$ cat config.mk
export PLATFORM = sky130hd
export DESIGN_NAME = shws_ctrl
export DESIGN_NICKNAME = d
export VERILOG_FILES = /design/src/hdl/shws_pkg.sv /design/src/hdl/shws_ctrl.sv
export SDC_FILE = /design/constraint.sdc
export NUM_CORES = 1
export LEC_CHECK = 0
export BUFFER_PORTS_ARGS = -buffer_cell sky130_fd_sc_hd__buf_2
export CAP_MARGIN = 30
export CORE_MARGIN = 2
export CORE_UTILIZATION = 59
export DETAILED_ROUTE_END_ITERATION = 10
export PLACE_DENSITY = 0.81
export SKIP_LAST_GASP = 1
export SLEW_MARGIN = 25
export SYNTH_ARGS = -nofsm -noshare
export SYNTH_HDL_FRONTEND = slang
export SYNTH_SLANG_ARGS = --single-unit
$ cat constraint.sdc
create_clock -name clk -period 6 [get_ports clk]
set_clock_uncertainty 0.05 [all_clocks]
set_input_delay 1.8 -clock clk [delete_from_list [all_inputs] [get_ports clk]]
set_output_delay 1.8 -clock clk [all_outputs]
set_load 0.03 [all_outputs]
$ cat src/hdl/shws_pkg.sv
// shws_pkg: shared constants, widths and transaction structs for the
// spectrum history weighted smoother; no dependencies
package shws_pkg;

  // sizing
  localparam int HISTORY_DEPTH = 32;
  localparam int NUM_BINS      = 128;

  // fixed field widths
  localparam int BIN_W  = 7;
  localparam int VAL_W  = 16;
  localparam int SUM_W  = 21;

  // derived widths
  localparam int POS_W      = $clog2(HISTORY_DEPTH + 1);
  localparam int SLOT_W     = (HISTORY_DEPTH > 1) ? $clog2(HISTORY_DEPTH) : 1;
  localparam int BIN_AW     = (NUM_BINS > 1) ? $clog2(NUM_BINS) : 1;
  localparam int HIST_WORDS = NUM_BINS * HISTORY_DEPTH;
  localparam int HIST_AW    = (HIST_WORDS > 1) ? $clog2(HIST_WORDS) : 1;
  localparam int BSTATE_W   = POS_W + SLOT_W;

  // weights are Q0.16 plus one integer bit for the exact 1.0
  localparam int WGT_FRAC = 16;
  localparam int WGT_W    = WGT_FRAC + 1;
  localparam int P4_W     = 4 * POS_W;
  localparam int NUM_W    = P4_W + WGT_W;
  localparam int PROD_W   = VAL_W + WGT_W;

  // item kinds
  localparam logic KIND_SAMPLE = 1'b0;
  localparam logic KIND_CLEAR  = 1'b1;

  // history walk step from the controller
  typedef struct packed {
    logic             valid;
    logic             last;
    logic [POS_W-1:0] pos;
  } shws_tok_t;

  // history value paired with its weight
  typedef struct packed {
    logic             valid;
    logic             last;
    logic [VAL_W-1:0] value;
    logic [WGT_W-1:0] weight;
  } shws_wtok_t;

  // accumulator status back to the controller
  typedef struct packed {
    logic             done;
    logic [SUM_W-1:0] sum;
  } shws_mac_stat_t;

endpackage

$ cat src/hdl/shws_ctrl.sv
// shws_ctrl: item sequencer, per-bin fill and slot bookkeeping, history
// write and walk, result register; depends on shws_pkg
module shws_ctrl import shws_pkg::*; (
  input  logic                 clk,
  input  logic                 rst_n,
  // input channel
  input  logic                 in_valid,
  output logic                 in_ready,
  input  logic                 in_kind,
  input  logic [BIN_W-1:0]     in_bin_index,
  input  logic [VAL_W-1:0]     in_sample_value,
  // result channel
  output logic                 out_valid,
  input  logic                 out_ready,
  output logic [BIN_W-1:0]     out_bin,
  output logic [SUM_W-1:0]     out_smoothed_value,
  // bin state ram
  output logic                 bs_we,
  output logic [BIN_AW-1:0]    bs_waddr,
  output logic [BSTATE_W-1:0]  bs_wdata,
  output logic [BIN_AW-1:0]    bs_raddr,
  input  logic [BSTATE_W-1:0]  bs_rdata,
  // history ram
  output logic                 h_we,
  output logic [HIST_AW-1:0]   h_waddr,
  output logic [VAL_W-1:0]     h_wdata,
  output logic [HIST_AW-1:0]   h_raddr,
  // datapath
  output shws_tok_t            tok,
  output logic [P4_W-1:0]      den,
  output logic                 mac_clear,
  input  shws_mac_stat_t       mac_stat
);

  typedef enum logic [2:0] {
    S_IDLE,
    S_STATE,
    S_SQ,
    S_P4,
    S_WALK,
    S_DRAIN,
    S_EMIT
  } state_t;

  state_t               state_r, state_nxt;
  logic [NUM_BINS-1:0]  bvalid_r, bvalid_nxt;
  logic [BIN_W-1:0]     bin_r, bin_nxt;
  logic [VAL_W-1:0]     val_r, val_nxt;
  logic [HIST_AW-1:0]   base_r, base_nxt;
  logic [POS_W-1:0]     n_r, n_nxt;
  logic [SLOT_W-1:0]    idx_r, idx_nxt;
  logic [POS_W-1:0]     j_r, j_nxt;
  logic [2*POS_W-1:0]   nsq_r, nsq_nxt;
  logic [P4_W-1:0]      den_r, den_nxt;
  logic                 out_valid_r, out_valid_nxt;
  logic [BIN_W-1:0]     out_bin_r, out_bin_nxt;
  logic [SUM_W-1:0]     out_sum_r, out_sum_nxt;

  logic                 in_range;
  logic [BIN_AW-1:0]    bin_addr;
  logic [POS_W-1:0]     cur_fill;
  logic [SLOT_W-1:0]    cur_slot;
  logic [POS_W-1:0]     new_fill;
  logic [SLOT_W-1:0]    new_slot;
  logic [POS_W:0]       old_raw;
  logic [SLOT_W-1:0]    oldest;
  logic                 walk_last;

  assign in_range = (32'(in_bin_index) < 32'(NUM_BINS));
  assign bin_addr = BIN_AW'(bin_r);

  // bin state read is launched with the accepted transaction
  assign bs_raddr = BIN_AW'(in_bin_index);

  // bin state, a never-touched bin reads as empty
  assign cur_fill = bvalid_r[bin_addr] ? bs_rdata[BSTATE_W-1 -: POS_W] : '0;
  assign cur_slot = bvalid_r[bin_addr] ? bs_rdata[SLOT_W-1:0] : '0;

  // ring update and oldest entry after the write
  assign new_fill = (cur_fill == POS_W'(HISTORY_DEPTH)) ? cur_fill : cur_fill + POS_W'(1);
  assign new_slot = (cur_slot == SLOT_W'(HISTORY_DEPTH - 1)) ? '0 : cur_slot + SLOT_W'(1);
  assign old_raw  = (POS_W+1)'(new_slot) + (POS_W+1)'(HISTORY_DEPTH) - (POS_W+1)'(new_fill);
  assign oldest   = (old_raw >= (POS_W+1)'(HISTORY_DEPTH))
                    ? SLOT_W'(old_raw - (POS_W+1)'(HISTORY_DEPTH))
                    : SLOT_W'(old_raw);

  assign walk_last = (j_r == n_r - POS_W'(1));

  // ram ports
  assign bs_waddr = bin_addr;
  assign bs_wdata = {new_fill, new_slot};
  assign h_waddr  = base_r + HIST_AW'(cur_slot);
  assign h_wdata  = val_r;
  assign h_raddr  = base_r + HIST_AW'(idx_r);

  assign in_ready           = (state_r == S_IDLE);
  assign den                = den_r;
  assign out_valid          = out_valid_r;
  assign out_bin            = out_bin_r;
  assign out_smoothed_value = out_sum_r;

  // next state
  always_comb begin
    state_nxt     = state_r;
    bvalid_nxt    = bvalid_r;
    bin_nxt       = bin_r;
    val_nxt       = val_r;
    base_nxt      = base_r;
    n_nxt         = n_r;
    idx_nxt       = idx_r;
    j_nxt         = j_r;
    nsq_nxt       = nsq_r;
    den_nxt       = den_r;
    out_valid_nxt = out_valid_r && !out_ready;
    out_bin_nxt   = out_bin_r;
    out_sum_nxt   = out_sum_r;
    bs_we         = 1'b0;
    h_we          = 1'b0;
    mac_clear     = 1'b0;
    tok           = '0;

    case (state_r)
      S_IDLE: begin
        if (in_valid) begin
          if (in_kind == KIND_CLEAR) begin
            bvalid_nxt = '0;
          end else if (in_range) begin
            bin_nxt   = in_bin_index;
            val_nxt   = in_sample_value;
            base_nxt  = HIST_AW'(in_bin_index) * HIST_AW'(HISTORY_DEPTH);
            state_nxt = S_STATE;
          end
        end
      end
      S_STATE: begin
        // store the sample and advance the ring
        h_we                 = 1'b1;
        bs_we                = 1'b1;
        bvalid_nxt[bin_addr] = 1'b1;
        n_nxt                = new_fill;
        idx_nxt              = oldest;
        j_nxt                = '0;
        state_nxt            = S_SQ;
      end
      S_SQ: begin
        nsq_nxt   = (2*POS_W)'(n_r) * (2*POS_W)'(n_r);
        state_nxt = S_P4;
      end
      S_P4: begin
        den_nxt   = P4_W'(nsq_r) * P4_W'(nsq_r);
        mac_clear = 1'b1;
        state_nxt = S_WALK;
      end
      S_WALK: begin
        // oldest to newest, one entry per cycle
        tok.valid = 1'b1;
        tok.last  = walk_last;
        tok.pos   = j_r + POS_W'(1);
        idx_nxt   = (idx_r == SLOT_W'(HISTORY_DEPTH - 1)) ? '0 : idx_r + SLOT_W'(1);
        j_nxt     = j_r + POS_W'(1);
        if (walk_last) begin
          state_nxt = S_DRAIN;
        end
      end
      S_DRAIN: begin
        if (mac_stat.done) begin
          state_nxt = S_EMIT;
        end
      end
      S_EMIT: begin
        if (!out_valid_r || out_ready) begin
          out_valid_nxt = 1'b1;
          out_bin_nxt   = bin_r;
          out_sum_nxt   = mac_stat.sum;
          state_nxt     = S_IDLE;
        end
      end
      default: begin
        state_nxt = S_IDLE;
      end
    endcase
  end

  // state and registered outputs
  always_ff @(posedge clk) begin
    if (!rst_n) begin
      state_r     <= S_IDLE;
      bvalid_r    <= '0;
      out_valid_r <= 1'b0;
    end else begin
      state_r     <= state_nxt;
      bvalid_r    <= bvalid_nxt;
      out_valid_r <= out_valid_nxt;
    end
    bin_r     <= bin_nxt;
    val_r     <= val_nxt;
    base_r    <= base_nxt;
    n_r       <= n_nxt;
    idx_r     <= idx_nxt;
    j_r       <= j_nxt;
    nsq_r     <= nsq_nxt;
    den_r     <= den_nxt;
    out_bin_r <= out_bin_nxt;
    out_sum_r <= out_sum_nxt;
  end

endmodule

# --- After elaboration in Yosys (flattened, before gate mapping) ---
# Cells that the tools add are included.
# Widths: inputs -> output; s select.
word_totals:
  reg_bits: 236
  inputBits: 61
  out_inout_bits: 130
classes:
  add_sub_neg: 10
  mul: 2
  order_cmp: 3
  n_eq_ne: 16
  muxes: 26
  bitwise: 2
  n_reduce_logical: 12
ops:
  columns: ["operator", "count"]
  rows:
  - ["$mux 128", 2]
  - ["$pmux 128 s2", 1]
  - ["$or 128x128->128", 1]
  - ["$add 12x5->12", 2]
  - ["$mul 12x12->24", 1]
  - ["$pmux 3 s7", 1]
  - ["$mux 5", 4]
  - ["$mux 3", 5]
  - ["$add 6x1->6 const B", 2]
  - ["$mul 6x6->12", 1]
  - ["$mux 6", 2]
  - ["$pmux 6 s2", 1]
  - ["$add 5x1->5 const B", 2]
  - ["$eq 5x5->1 const B", 2]
  - ["$ne 2x2->1 const B", 5]
  - ["$pmux 5 s2", 1]
  - ["$eq 3x3->1 const B", 3]
  - ["$lt 7x8->1 const B", 1]
  - ["$mux 8", 1]
  - ["$add 5x6->7 const B", 1]
  - ["$bmux 1 s7", 1]
  - ["$demux 1 s7", 1]
  - ["$ge 7x1->1 const B", 1]
  - ["$ge 7x6->1 const B", 1]
  - ["other kinds (18)", 28]

# --- Logic depth before layout (Yosys ltp) ---
# Gate-level depths: netlist of the first run.
depth:
  depth_word: 10
  ltp_mapped: 26
  ltp_nobuf: 21

# --- Worst setup path before layout of the first run ---
# Ideal clock, no wire load.
synth_timing:
  path_kind: "reg2out"
  start: "register base_r[6] (netlist name)"
  end: "output port bs_wdata[3]"
  arrival_ns: 4.170
  setup_slack_ns: -0.020
  stages_incl_launch_ff: 14
  path_buffers: 3
  path_cell_list: "edfxtp_1 > buf_6 > clkbuf_1 > mux4_2 > o311ai_0 > nor3_1 > o41ai_4 > nand2_4 > buf_6 > and2_1 > ha_1 > and4_1 > ha_1 > a211oi_1"
synth_lines:
  columns: ["element", "line", "rtl"]
  rows:
  - ["end: declaration", "shws_ctrl.sv:20", "output logic [BSTATE_W-1:0] bs_wdata,"]

==> results of run 1 <==
## worst min-delay path: cells and delay by family, from the launching register on
kind             cells  cell delay [ns]
flip-flops           1             0.32
AND/OR/NAND/NOR      1             0.07
AO/OA/AOI/OAI        1             0.04
## final cells by class
| cell class | instances | share of cell area [%] |
|---|---|---|
| Clock inverter | 17 | 1.32 |
| Sequential cell | 234 | 34.3 |
| Clock buffer | 29 | 3.85 |
| Tap cell | 319 | 2.40 |
| Multi-Input combinational cell | 927 | 45.5 |
| Timing Repair Buffer | 251 | 8.97 |
| Inverter | 162 | 3.65 |
## where the power goes
part	switching [mW]	internal, mW
clock	0.638	0.981
combinational	1.98	1.51
sequential	0.0379	1.89
total	2.66	4.37
## cells by family (layout without fill, tap and decap cells)
group           Yosys count  count (layout)
simple gates            400             400
buf+inv                 245             459
compound gates          241             241
flops                   234             234
fa+ha+maj               174             174
xor+xnor                 49              49
mux                      42              42
other cells               2              21
## Yosys cell counts (all sizes together) (4+ instances only)
| cell type | count |
|---|---|
| nor2 | 181 |
| inv | 161 |
| a21oi | 154 |
| dfxtp | 132 |
| edfxtp | 102 |
| fa | 90 |
| ha | 84 |
| nand2 | 59 |
| and2 | 48 |
| clkbuf | 43 |
| buf | 40 |
| xnor2 | 31 |
| mux4 | 21 |
| nor3 | 20 |
| xor2 | 18 |
| nor2b | 17 |
| o21ai | 16 |
| mux2 | 15 |
| nand3 | 15 |
| nand2b | 13 |
| a21o | 10 |
| and3 | 10 |
| a221oi | 9 |
| a211oi | 8 |
| nor3b | 7 |
| or3 | 7 |
| mux2i | 6 |
| a21boi | 5 |
| o21a | 5 |
| or2 | 5 |
| nor4 | 4 |
| o211ai | 4 |
## what timing repair did
item | in CTS | in global routing
pin swaps | 2 | 2
cloned | 1 | 1
endpoints found under the setup margin | 6 | 6
resized for setup | 2 | 13
buffers inserted | 9 | 15
## state kept, by name, indices dropped and copies added (netlist names)
| register | cells |
|---|---|
| out_valid | 1 |
| n_r | 6 |
| h_wdata | 16 |
| den | 23 |
| j_r | 6 |
| nsq_r | 11 |
| idx_r | 5 |
| base_r | 7 |
| state_r | 3 |
| out_bin | 7 |
| out_smoothed_value | 21 |
| bvalid_r | 128 |
## routing by layer
layer | GRT usage (%) | vias up | wire length (um)
met5 | 0 | - | 0
met4 | 7.15 | 0 | 863
met3 | 4.85 | 88 | 3060
met2 | 42.9 | 581 | 15400
met1 | 34.7 | 5083 | 13800
li1 | - | 5042 | -
## per-stage QoR
step           util [%]  setup slack (ns)  instance area [um2]  hold slack (ns)
2_1_floorplan         -             0.274                14300            0.379
3_3_place_gp       65.6             0.453                15400            0.392
3_5_place_dp       65.6             0.342                15400            0.400
4_1_cts            69.7           0.00868                16400            0.416
5_1_grt            70.7           -0.0538                16600            0.441
6_report           70.7            0.0696                16600            0.416
## worst max-delay path by stage
stage,startpoint,endpoint,slack [ns],cells past startpoint
floorplan,base_r[6],bs_wdata[3],0.27,13
global placement,base_r[7],bs_wdata[2],0.45,14
detailed placement,nsq_r[3],den[17],0.34,17
CTS,base_r[10],bs_wdata[2],0.009,13
global route,base_r[7],bs_wdata[2],-0.05,15
finish,base_r[7],bs_wdata[2],0.07,15
==> flow_metrics.py, run 1 <==
metrics = {
    "final_layout": {
        "layout_commonest_cell": "buf_2",
        "layout_common_cells": "188 x buf_2, 176 x nor2_1, 161 x inv_1, 154 x a21oi_1, 132 x dfxtp_1",
        "drive_above_1_share_pct": 21.8,
        "multi_input_area_um2": 7570,
        "num_antenna_cells": 0,
        "finalNetCount": 1836,
        "num-fill-cells": 1685,
        "areaGrowthSynthToFinish_pct": 17.3,
        "final_cells": 1939,
        "seq_area_um2": 5710,
    },
    "global_route": {
        "grt_usage_pct": 25.7,
        "grt_pass1_vias": 10561,
        "overflow": 0,
        "grt_pass1_wl_mm": 53.2,
        "antenna_found_initial": 0,
        "grt_max_degree": 67,
    },
    "timing": {
        "setup_viol": 0,
        "period_minus_slack_ns": 5.93,
        "setup_tns_ns": 0,
        "slew_violations": 0,
        "fmax_mhz": 169,
        "hold_viol_final": 0,
        "relSlewSlack_pct": 36.3,
        "post-route-period-util_pct": 98.8,
        "worstMarginPinSlew_ns": 0.954,
    },
    "floorplanning": {
        "initial_core_util_pct": 60.2,
        "row_count": 56,
        "die-area_um2": 25300,
        "die_x_um": 159,
        "pin_count": 191,
        "die_h_um": 159,
        "core_area_um2": 23500,
    },
    "setup_path": {
        "critPathArrivalTime_ns": 4.08,
        "worst-r2r-cell-count": 17,
        "worstPathMaxFanout": 10,
        "crit_slowest_cell": "edfxtp_1",
        "r2r-end": "den[17]",
        "crit_type": "flop to output port",
        "cpPeakStageDelay_ns": 0.40,
        "r2r-start": "nsq_r[3]",
        "end_kind": "output port",
        "cp_num_buf_inv": 3,
        "cp_top_family": "compound AO/OA/AOI/OAI gates",
        "worstPathCellList": "buf_4 > buf_4 > mux2_2 > a221oi_1 > o21ai_0 > a22oi_1 > and3_4 > nand2_4 > and2_1 > ha_1 > and4_1 > ha_1 > nor2b_1 > mux2_4 > buf_4",
        "startpoint_type": "flop",
        "reg2reg_slack_ns": 0.32,
        "required_ns": 4.15,
        "path_common_cell": "buf_4",
    },
    "cts": {
        "clockBufferDepth": 3,
        "ctsHoldBuffers": 0,
        "clockRootBuffer": "clkbuf_16",
        "clock_latency_ns": 0.55,
        "cts_num_sinks": 234,
        "cts-buffers-inserted": 25,
        "cts_max_level": 1,
        "cts_tree": "built",
        "clk_pin_slew_worst_paths_ns": 0.06,
    },
    "synthesis": {
        "synth_compound_area_share_pct": 10.3,
        "synth_edf_count": 102,
        "synth.area.top_cells": "edfxtp_1 22%, dfxtp_1 19%, fa_1 13%, ha_1 7.4%, a21oi_1 5.4%",
        "synth_cells": 1387,
        "yosysTopAreaCell": "edfxtp_1",
        "synth_top_family_by_area": "adder cells",
        "synthAdderAreaFrac_pct": 20.1,
        "ys_seq_area_share_pct": 40.2,
        "synth_mux_area_share_pct": 4.98,
        "synth_seq_cells": 234,
        "synthArstFlopShare_pct": 0,
        "synth.distinct_cells": 78,
        "synth-simple-area-share_pct": 13.7,
        "syn_area_um2": 14200,
        "synth-xor-area-share_pct": 3.03,
        "ys.flop_type": "dfxtp_1",
        "synth_area_per_cell_um2": 10.2,
        "yosysWarningCount": 0,
        "yosys.area.top_type_share_pct": 21.6,
    },
    "power": {
        "power.leakage_nw": 7.42,
        "power.total_mw": 7.03,
        "power.density_nw_per_um2": 422,
        "ir_drop_mv": 0.423,
    },
    "placement": {
        "port_buffers": 189,
        "placedCellCount": 1866,
        "place_congestion": 0.931,
        "hpwl_mm": 23.7,
    },
    "detailed_routing": {
        "postRouteAntennaNets": 0,
        "vias_per_cell": 5.57,
        "routed_wl_mm": 33.2,
        "drc_errors": 0,
        "drt_iter0_drc": 939,
        "drt_pre_antenna_iters": 7,
        "wl_per_cell_um": 17.1,
        "vias": 10794,
    },
    "worst_hold_path": {
        "holdPathStages": 2,
        "min_from": "bvalid_r[121]",
        "hold-path-endpoint": "bvalid_r[121]",
        "min_path_type": "flop to flop",
    },
    "flow_run": {
        "drv_cap": 0,
    },
    "status": {
        "status": "completed",
    },
}
(Power assumes the default switching activity.)
==> run 2: changes to the inputs <==
Settings changed: CELL_PAD_IN_SITES_DETAIL_PLACEMENT set to 1, CELL_PAD_IN_SITES_GLOBAL_PLACEMENT set to 1, CORE_UTILIZATION 59 to 46, PLACE_DENSITY 0.81 to not set, PLACE_DENSITY_LB_ADDON set to 0.1.
==> run 2 against run 1 <==
  * Global-route usage fell by 2.2 points
  * Critical endpoint unchanged
  * Cell count rose by 3.5%
  * Flip-flop and latch count did not move
  * Highest routed layer unchanged
==> flow_metrics.py, run 2 (synthesized netlist as in run 1, its figures left out) <==
metrics = {
    "floorplanning": {
        "die_h_um": 180,
        "die_x_um": 180,
        "row_count": 64,
        "initial_core_util_pct": 46.5,
        "core_area_um2": 30500,
        "pin_count": 191,
        "die-area_um2": 32200,
    },
    "placement": {
        "placedCellCount": 1938,
        "place_congestion": 0.803,
        "port_buffers": 189,
        "hpwl_mm": 27.3,
    },
    "final_layout": {
        "drive_above_1_share_pct": 21.8,
        "num-fill-cells": 3474,
        "layout_common_cells": "188 x buf_2, 170 x nor2_1, 160 x inv_1, 154 x a21oi_1, 132 x dfxtp_1",
        "layout_commonest_cell": "buf_2",
        "fin_util_pct": 54.9,
        "final_cells": 2007,
        "largest_register_ffs": 128,
        "areaGrowthSynthToFinish_pct": 18.2,
        "num_antenna_cells": 0,
        "top_register": "bvalid_r",
        "finalNetCount": 1826,
    },
    "timing": {
        "worstMarginPinSlew_ns": 0.982,
        "relSlewSlack_pct": 34.4,
        "setup_viol": 0,
        "fmax_mhz": 168,
        "post-route-period-util_pct": 98.9,
        "rsz0062_at_grt": "yes",
        "slew_violations": 0,
        "period_minus_slack_ns": 5.93,
        "hold_viol_final": 0,
        "fin_hold_ws_ns": 0.414,
    },
    "global_route": {
        "grt_pass1_wl_mm": 61.1,
        "grt_usage_pct": 23.5,
        "overflow": 0,
        "grt_max_degree": 129,
        "antenna_found_initial": 1,
        "grt_pass1_vias": 11264,
    },
    "setup_path": {
        "crit_slowest_cell": "mux4_2",
        "worstPathMaxFanout": 23,
        "cp_top_family": "multiplexers",
        "worstPathCellList": "buf_4 > bufbuf_16 > mux4_2 > a221oi_1 > mux2_2 > and3_2 > nand2_4 > and2_1 > ha_1 > and4_1 > ha_1 > nor2_1 > mux2_4 > buf_2",
        "path_common_cell": "ha_1",
        "cpPeakStageDelay_ns": 0.51,
        "critPathArrivalTime_ns": 4.08,
        "required_ns": 4.15,
        "crit_type": "flop to output port",
        "cp_num_buf_inv": 3,
        "startpoint_type": "flop",
        "end_kind": "output port",
        "crit_start": "base_r[5]",
        "r2r-start": "nsq_r[3]",
    },
    "power": {
        "power.density_nw_per_um2": 427,
        "ir_drop_mv": 0.297,
        "power.leakage_nw": 7.40,
    },
    "worst_hold_path": {
        "min_path_type": "flop to flop",
        "min_from": "bvalid_r[24]",
    },
    "detailed_routing": {
        "wl_per_cell_um": 19.1,
        "vias_per_cell": 5.34,
        "drt_pre_antenna_iters": 5,
        "postRouteAntennaNets": 0,
        "drc_errors": 0,
        "vias": 10724,
        "routed_wl_mm": 38.3,
        "drt_iter0_drc": 598,
    },
    "status": {
        "status": "completed",
    },
    "cts": {
        "clk_pin_slew_worst_paths_ns": 0.06,
        "clockBufferDepth": 3,
        "clock_latency_ns": 0.54,
        "cts_num_sinks": 234,
        "clockRootBuffer": "clkbuf_16",
        "cts-buffers-inserted": 27,
        "cts_max_level": 1,
        "cts_tree": "built",
    },
    "flow_run": {
        "drv_cap": 0,
    },
}
run 2: cell types whose count changed in the layout (fill, tap and decap cells not counted), moves of 4 or more:
cell | previous run | this run
nor2_1 | 176 | 170
clkinv_1 | 8 | 4
buf_4 | 57 | 35
bufinv_16 | 5 | 1
nor2_4 | 0 | 4
run 2: area by class of cell:
| class | count | area (um2) | area share (%) |
|---|---|---|---|
| Multi-Input combinational cell | 928 | 7600 | 45.4 |
| Sequential cell | 234 | 5710 | 34.1 |
| Timing Repair Buffer | 238 | 1480 | 8.81 |
| Clock buffer | 37 | 768 | 4.58 |
| Inverter | 162 | 612 | 3.65 |
| Tap cell | 396 | 495 | 2.96 |
| Clock inverter | 12 | 97.6 | 0.582 |
run 2: path summary, 6_finish.rpt:
path | endpoint | slack [ns] | cells past startpoint
setup / recovery | bs_wdata[2] | 0.07 | 14
hold / removal | bvalid_r[24] | 0.41 | 2
hold reg to reg | bvalid_r[24] | 0.41 | 2
setup reg to reg | den[17] | 0.33 | 19
run 2: worst register-to-register path: stages, from the launching register on:
cell and delay, ns:
edfxtp_1 0.51, buf_4 0.21, and2_1 0.17, fa_1 0.41, fa_1 0.54, inv_1 0.05, fa_1 0.48, inv_1 0.05
fa_1 0.53, inv_1 0.06, fa_1 0.54, inv_1 0.04, ha_1 0.24, a21o_1 0.18, a21o_1 0.20, a21o_1 0.18
a21oi_1 0.18, a21boi_0 0.17, or4b_2 0.64, nand3_1 0.10
run 2: where the power goes:
| group | internal [mW] | total, mW | switching, mW | leakage [nW] |
|---|---|---|---|---|
| Clock | 0.942 | 1.61 | 0.669 | 0.427 |
| Sequential | 1.89 | 1.92 | 0.0377 | 2.00 |
| Combinational | 1.53 | 3.63 | 2.10 | 4.98 |
| Total | 4.35 | 7.16 | 2.81 | 7.40 |
run 2: stage by stage:
step	area (um2)	setup TNS, ns	worst slack, ns	power, mW
CTS	16600	0	0.0115	7.23
detailed placement	15600	0	0.157	5.57
floorplan	14300	0	0.274	4.67
global placement	15500	0	0.362	5.41
finish	16800	0	0.0652	7.16
global route	16800	-0.0756	-0.0587	7.74
run 2: timing repair:
action                                 4_1_cts  5_1_grt
pin swaps                                    2        2
cloned                                       4        0
buffers inserted                             7        6
resized for setup                            3       11
hold buffers                                 0        0
endpoints found under the hold margin        0        0
setup endpoints to repair                    6        8
run 2: routing by layer:
layer	share of wire, %	track usage [%]	vias up
met5	0	0	-
met3	5.0	2.94	40
li1	-	-	5044
met4	1.6	4.49	0
met1	46	32.7	5326
met2	47	39.7	314
==> run 3: changes to the inputs <==
Settings changed: ABC_AREA set to 1, CORE_ASPECT_RATIO set to 0.5, CORE_UTILIZATION 46 to 44, GPL_ROUTABILITY_DRIVEN set to 0.
==> run 3 against run 2 <==
  * Clock-buffer cell count down 8
  * Register-to-register slack better by 0.08 ns
  * Critical path depth is 6 higher
  * Cell count rose by 20%
  * Final area is 1.4% higher
  * Global-route usage shrank 0.16 points
  * Synthesized cell count increased by 28%
  * Maximum frequency grew 5.3%
  * Routed wire length is 5.2% higher
  * Die area is 9.1% higher
  * Flip-flop and latch count unchanged
  * Non-clock buffer count decreased by 20
==> flow_metrics.py, run 3 <==
metrics = {
    "status": {
        "status": "completed",
    },
    "synthesis": {
        "ys.flop_type": "dfxtp_1",
        "synth_cells": 1771,
        "synth_seq_cells": 234,
        "yosysTopAreaCell": "edfxtp_1",
        "syn_area_um2": 14800,
        "yosys.area.top_type_share_pct": 20.7,
        "synth.area.top_cells": "edfxtp_1 21%, dfxtp_1 18%, fa_1 12%, nand2_1 11%, inv_1 9.3%",
        "ys_seq_area_share_pct": 38.6,
        "yosysWarningCount": 0,
        "synth_area_per_cell_um2": 8.35,
        "synth_edf_count": 102,
        "synthArstFlopShare_pct": 0,
        "yosysMostFrequentCell": "nand2_1",
        "synth.distinct_cells": 47,
        "ys_top_cells_by_count": "425 x nand2_1, 366 x inv_1, 162 x a21oi_1",
    },
    "setup_path": {
        "critPathArrivalTime_ns": 3.79,
        "r2r-start": "nsq_r[0]",
        "crit_slowest_cell": "edfxtp_1",
        "worstPathCellList": "nor2_2 > buf_4 > nand3_1 > nand2_1 > nor2_1 > nor2_1 > nor2_1 > nand2_1 > nand2_1 > nand2_4 > inv_2 > nand2_4 > nand2_1 > inv_1 > ha_1 > nand4_1 > nand2_1 > nand2_1 > inv_1 > buf_2",
        "startpoint_type": "flop",
        "cpPeakStageDelay_ns": 0.60,
        "crit_type": "flop to output port",
        "path_common_cell": "nand2_1",
        "end_kind": "output port",
        "required_ns": 4.15,
        "worstPathMaxFanout": 12,
        "crit_start": "base_r[7]",
    },
    "detailed_routing": {
        "wl_per_cell_um": 16.7,
        "drt_iter0_drc": 518,
        "postRouteAntennaNets": 0,
        "vias_per_cell": 4.86,
        "drt_pre_antenna_iters": 4,
        "drc_errors": 0,
        "routed_wl_mm": 40.2,
        "vias": 11727,
    },
    "global_route": {
        "grt_usage_pct": 23.3,
        "overflow": 0,
        "grt_pass1_wl_mm": 65.3,
        "grt_pass1_vias": 12203,
        "grt_max_degree": 74,
        "antenna_found_initial": 1,
    },
    "final_layout": {
        "layout_commonest_cell": "nand2_1",
        "layout_common_cells": "425 x nand2_1, 366 x inv_1, 189 x buf_2, 161 x a21oi_1, 132 x dfxtp_1",
        "drive_above_1_share_pct": 15.4,
        "fin_util_pct": 51.4,
        "top_register": "bvalid_r",
        "areaGrowthSynthToFinish_pct": 14.8,
        "largest_register_ffs": 128,
        "finalNetCount": 2188,
    },
    "floorplanning": {
        "row_count": 47,
        "die_x_um": 263,
        "die-area_um2": 35200,
        "die_h_um": 134,
        "initial_core_util_pct": 44.7,
        "core_area_um2": 33000,
        "pin_count": 191,
    },
    "timing": {
        "hold_viol_final": 0,
        "setup_viol": 0,
        "rsz0062_at_grt": "no",
        "post-route-period-util_pct": 93.9,
        "fmax_mhz": 177,
        "period_minus_slack_ns": 5.64,
        "setup_tns_ns": 0,
        "relSlewSlack_pct": 39.5,
        "layout_setup_ws_ns": 0.364,
        "worstMarginPinSlew_ns": 0.904,
        "slew_violations": 0,
    },
    "cts": {
        "cts_tree": "built",
        "clockBufferDepth": 3,
        "cts_num_sinks": 234,
        "clock_latency_ns": 0.55,
        "cts-buffers-inserted": 24,
        "cts_max_level": 1,
        "clk_pin_slew_worst_paths_ns": 0.06,
        "clockRootBuffer": "clkbuf_16",
    },
    "placement": {
        "hpwl_mm": 29.0,
        "port_buffers": 189,
        "place_ws_ns": 0.287,
    },
    "flow_run": {
        "drv_cap": 0,
    },
    "worst_hold_path": {
        "min_from": "bvalid_r[76]",
        "min_path_type": "flop to flop",
    },
}
[run 3: changes by cell type after synthesis, sizes merged, moves of 26 or more]
| cell | before | now |
|---|---|---|
| inv | 161 | 374 |
| clkbuf | 43 | 17 |
| nor2 | 181 | 99 |
| nand3 | 15 | 77 |
| nand2 | 59 | 430 |
| and2 | 48 | 1 |
[run 3: path summary, 6_finish.rpt]
path,endpoint,slack [ns],cells past startpoint
max,bs_wdata[9],0.36,20
min,bvalid_r[76],0.41,2
max reg2reg,den[20],0.41,21
min reg2reg,bvalid_r[76],0.41,2
[run 3: logic make-up after synthesis]
group,after synthesis,synth area share [%]
other cells,2,0.0508
flops,234,38.6
xor+xnor,51,3.02
fa+ha+maj,174,19.3
buf+inv,458,13.0
mux,1,0.0761
simple gates,644,18.6
compound gates,207,7.37
[run 3: routing by layer]
layer / global-route usage [%] / vias up / part of all wire, %
met5: 0 / - / 0
met4: 4.44 / 0 / 1.6
met3: 3.23 / 45 / 3.0
met2: 42.5 / 123 / 51
met1: 29.8 / 5796 / 44
li1: - / 5763 / -
[run 3: metrics by stage]
stage,instance area (um2),hold WS [ns],std cells
2_1_floorplan,14900,0.374,1790
3_3_place_gp,16100,0.388,2358
4_1_cts,16900,0.408,2405
3_5_place_dp,16200,0.398,2361
5_1_grt,17000,0.418,2413
6_report,17000,0.406,2413
[run 3: repair_timing]
action	4_1_cts	5_1_grt
endpoints found under the hold margin	0	0
buffers inserted	0	5
hold buffers	0	0
setup endpoints to repair	0	1
resized for setup	0	2
[run 3: worst max-delay path, delay by kind of cell, from the launching register on]
family,cells,cell delay [ns]
buf+inv,5,0.75
fa+ha+maj,1,0.25
flops,1,0.60
simple gates,14,1.60
[run 3: layout make-up]
| class | count | area [um2] |
|---|---|---|
| diodes | 1 | 2.50 |
| clock buffers | 29 | 641 |
| clock inverters | 15 | 121 |
| fillers | 4087 | 16100 |
| inverters | 377 | 1420 |
| multi-input cells | 1098 | 7290 |
| flip-flops and latches | 234 | 5710 |
| well taps | 441 | 552 |
| repair buffers | 218 | 1260 |
Power of run 3 is left out: the tool's default activity adds up to more than one toggle a clock period on the data nets, which glitch-free logic cannot reach.
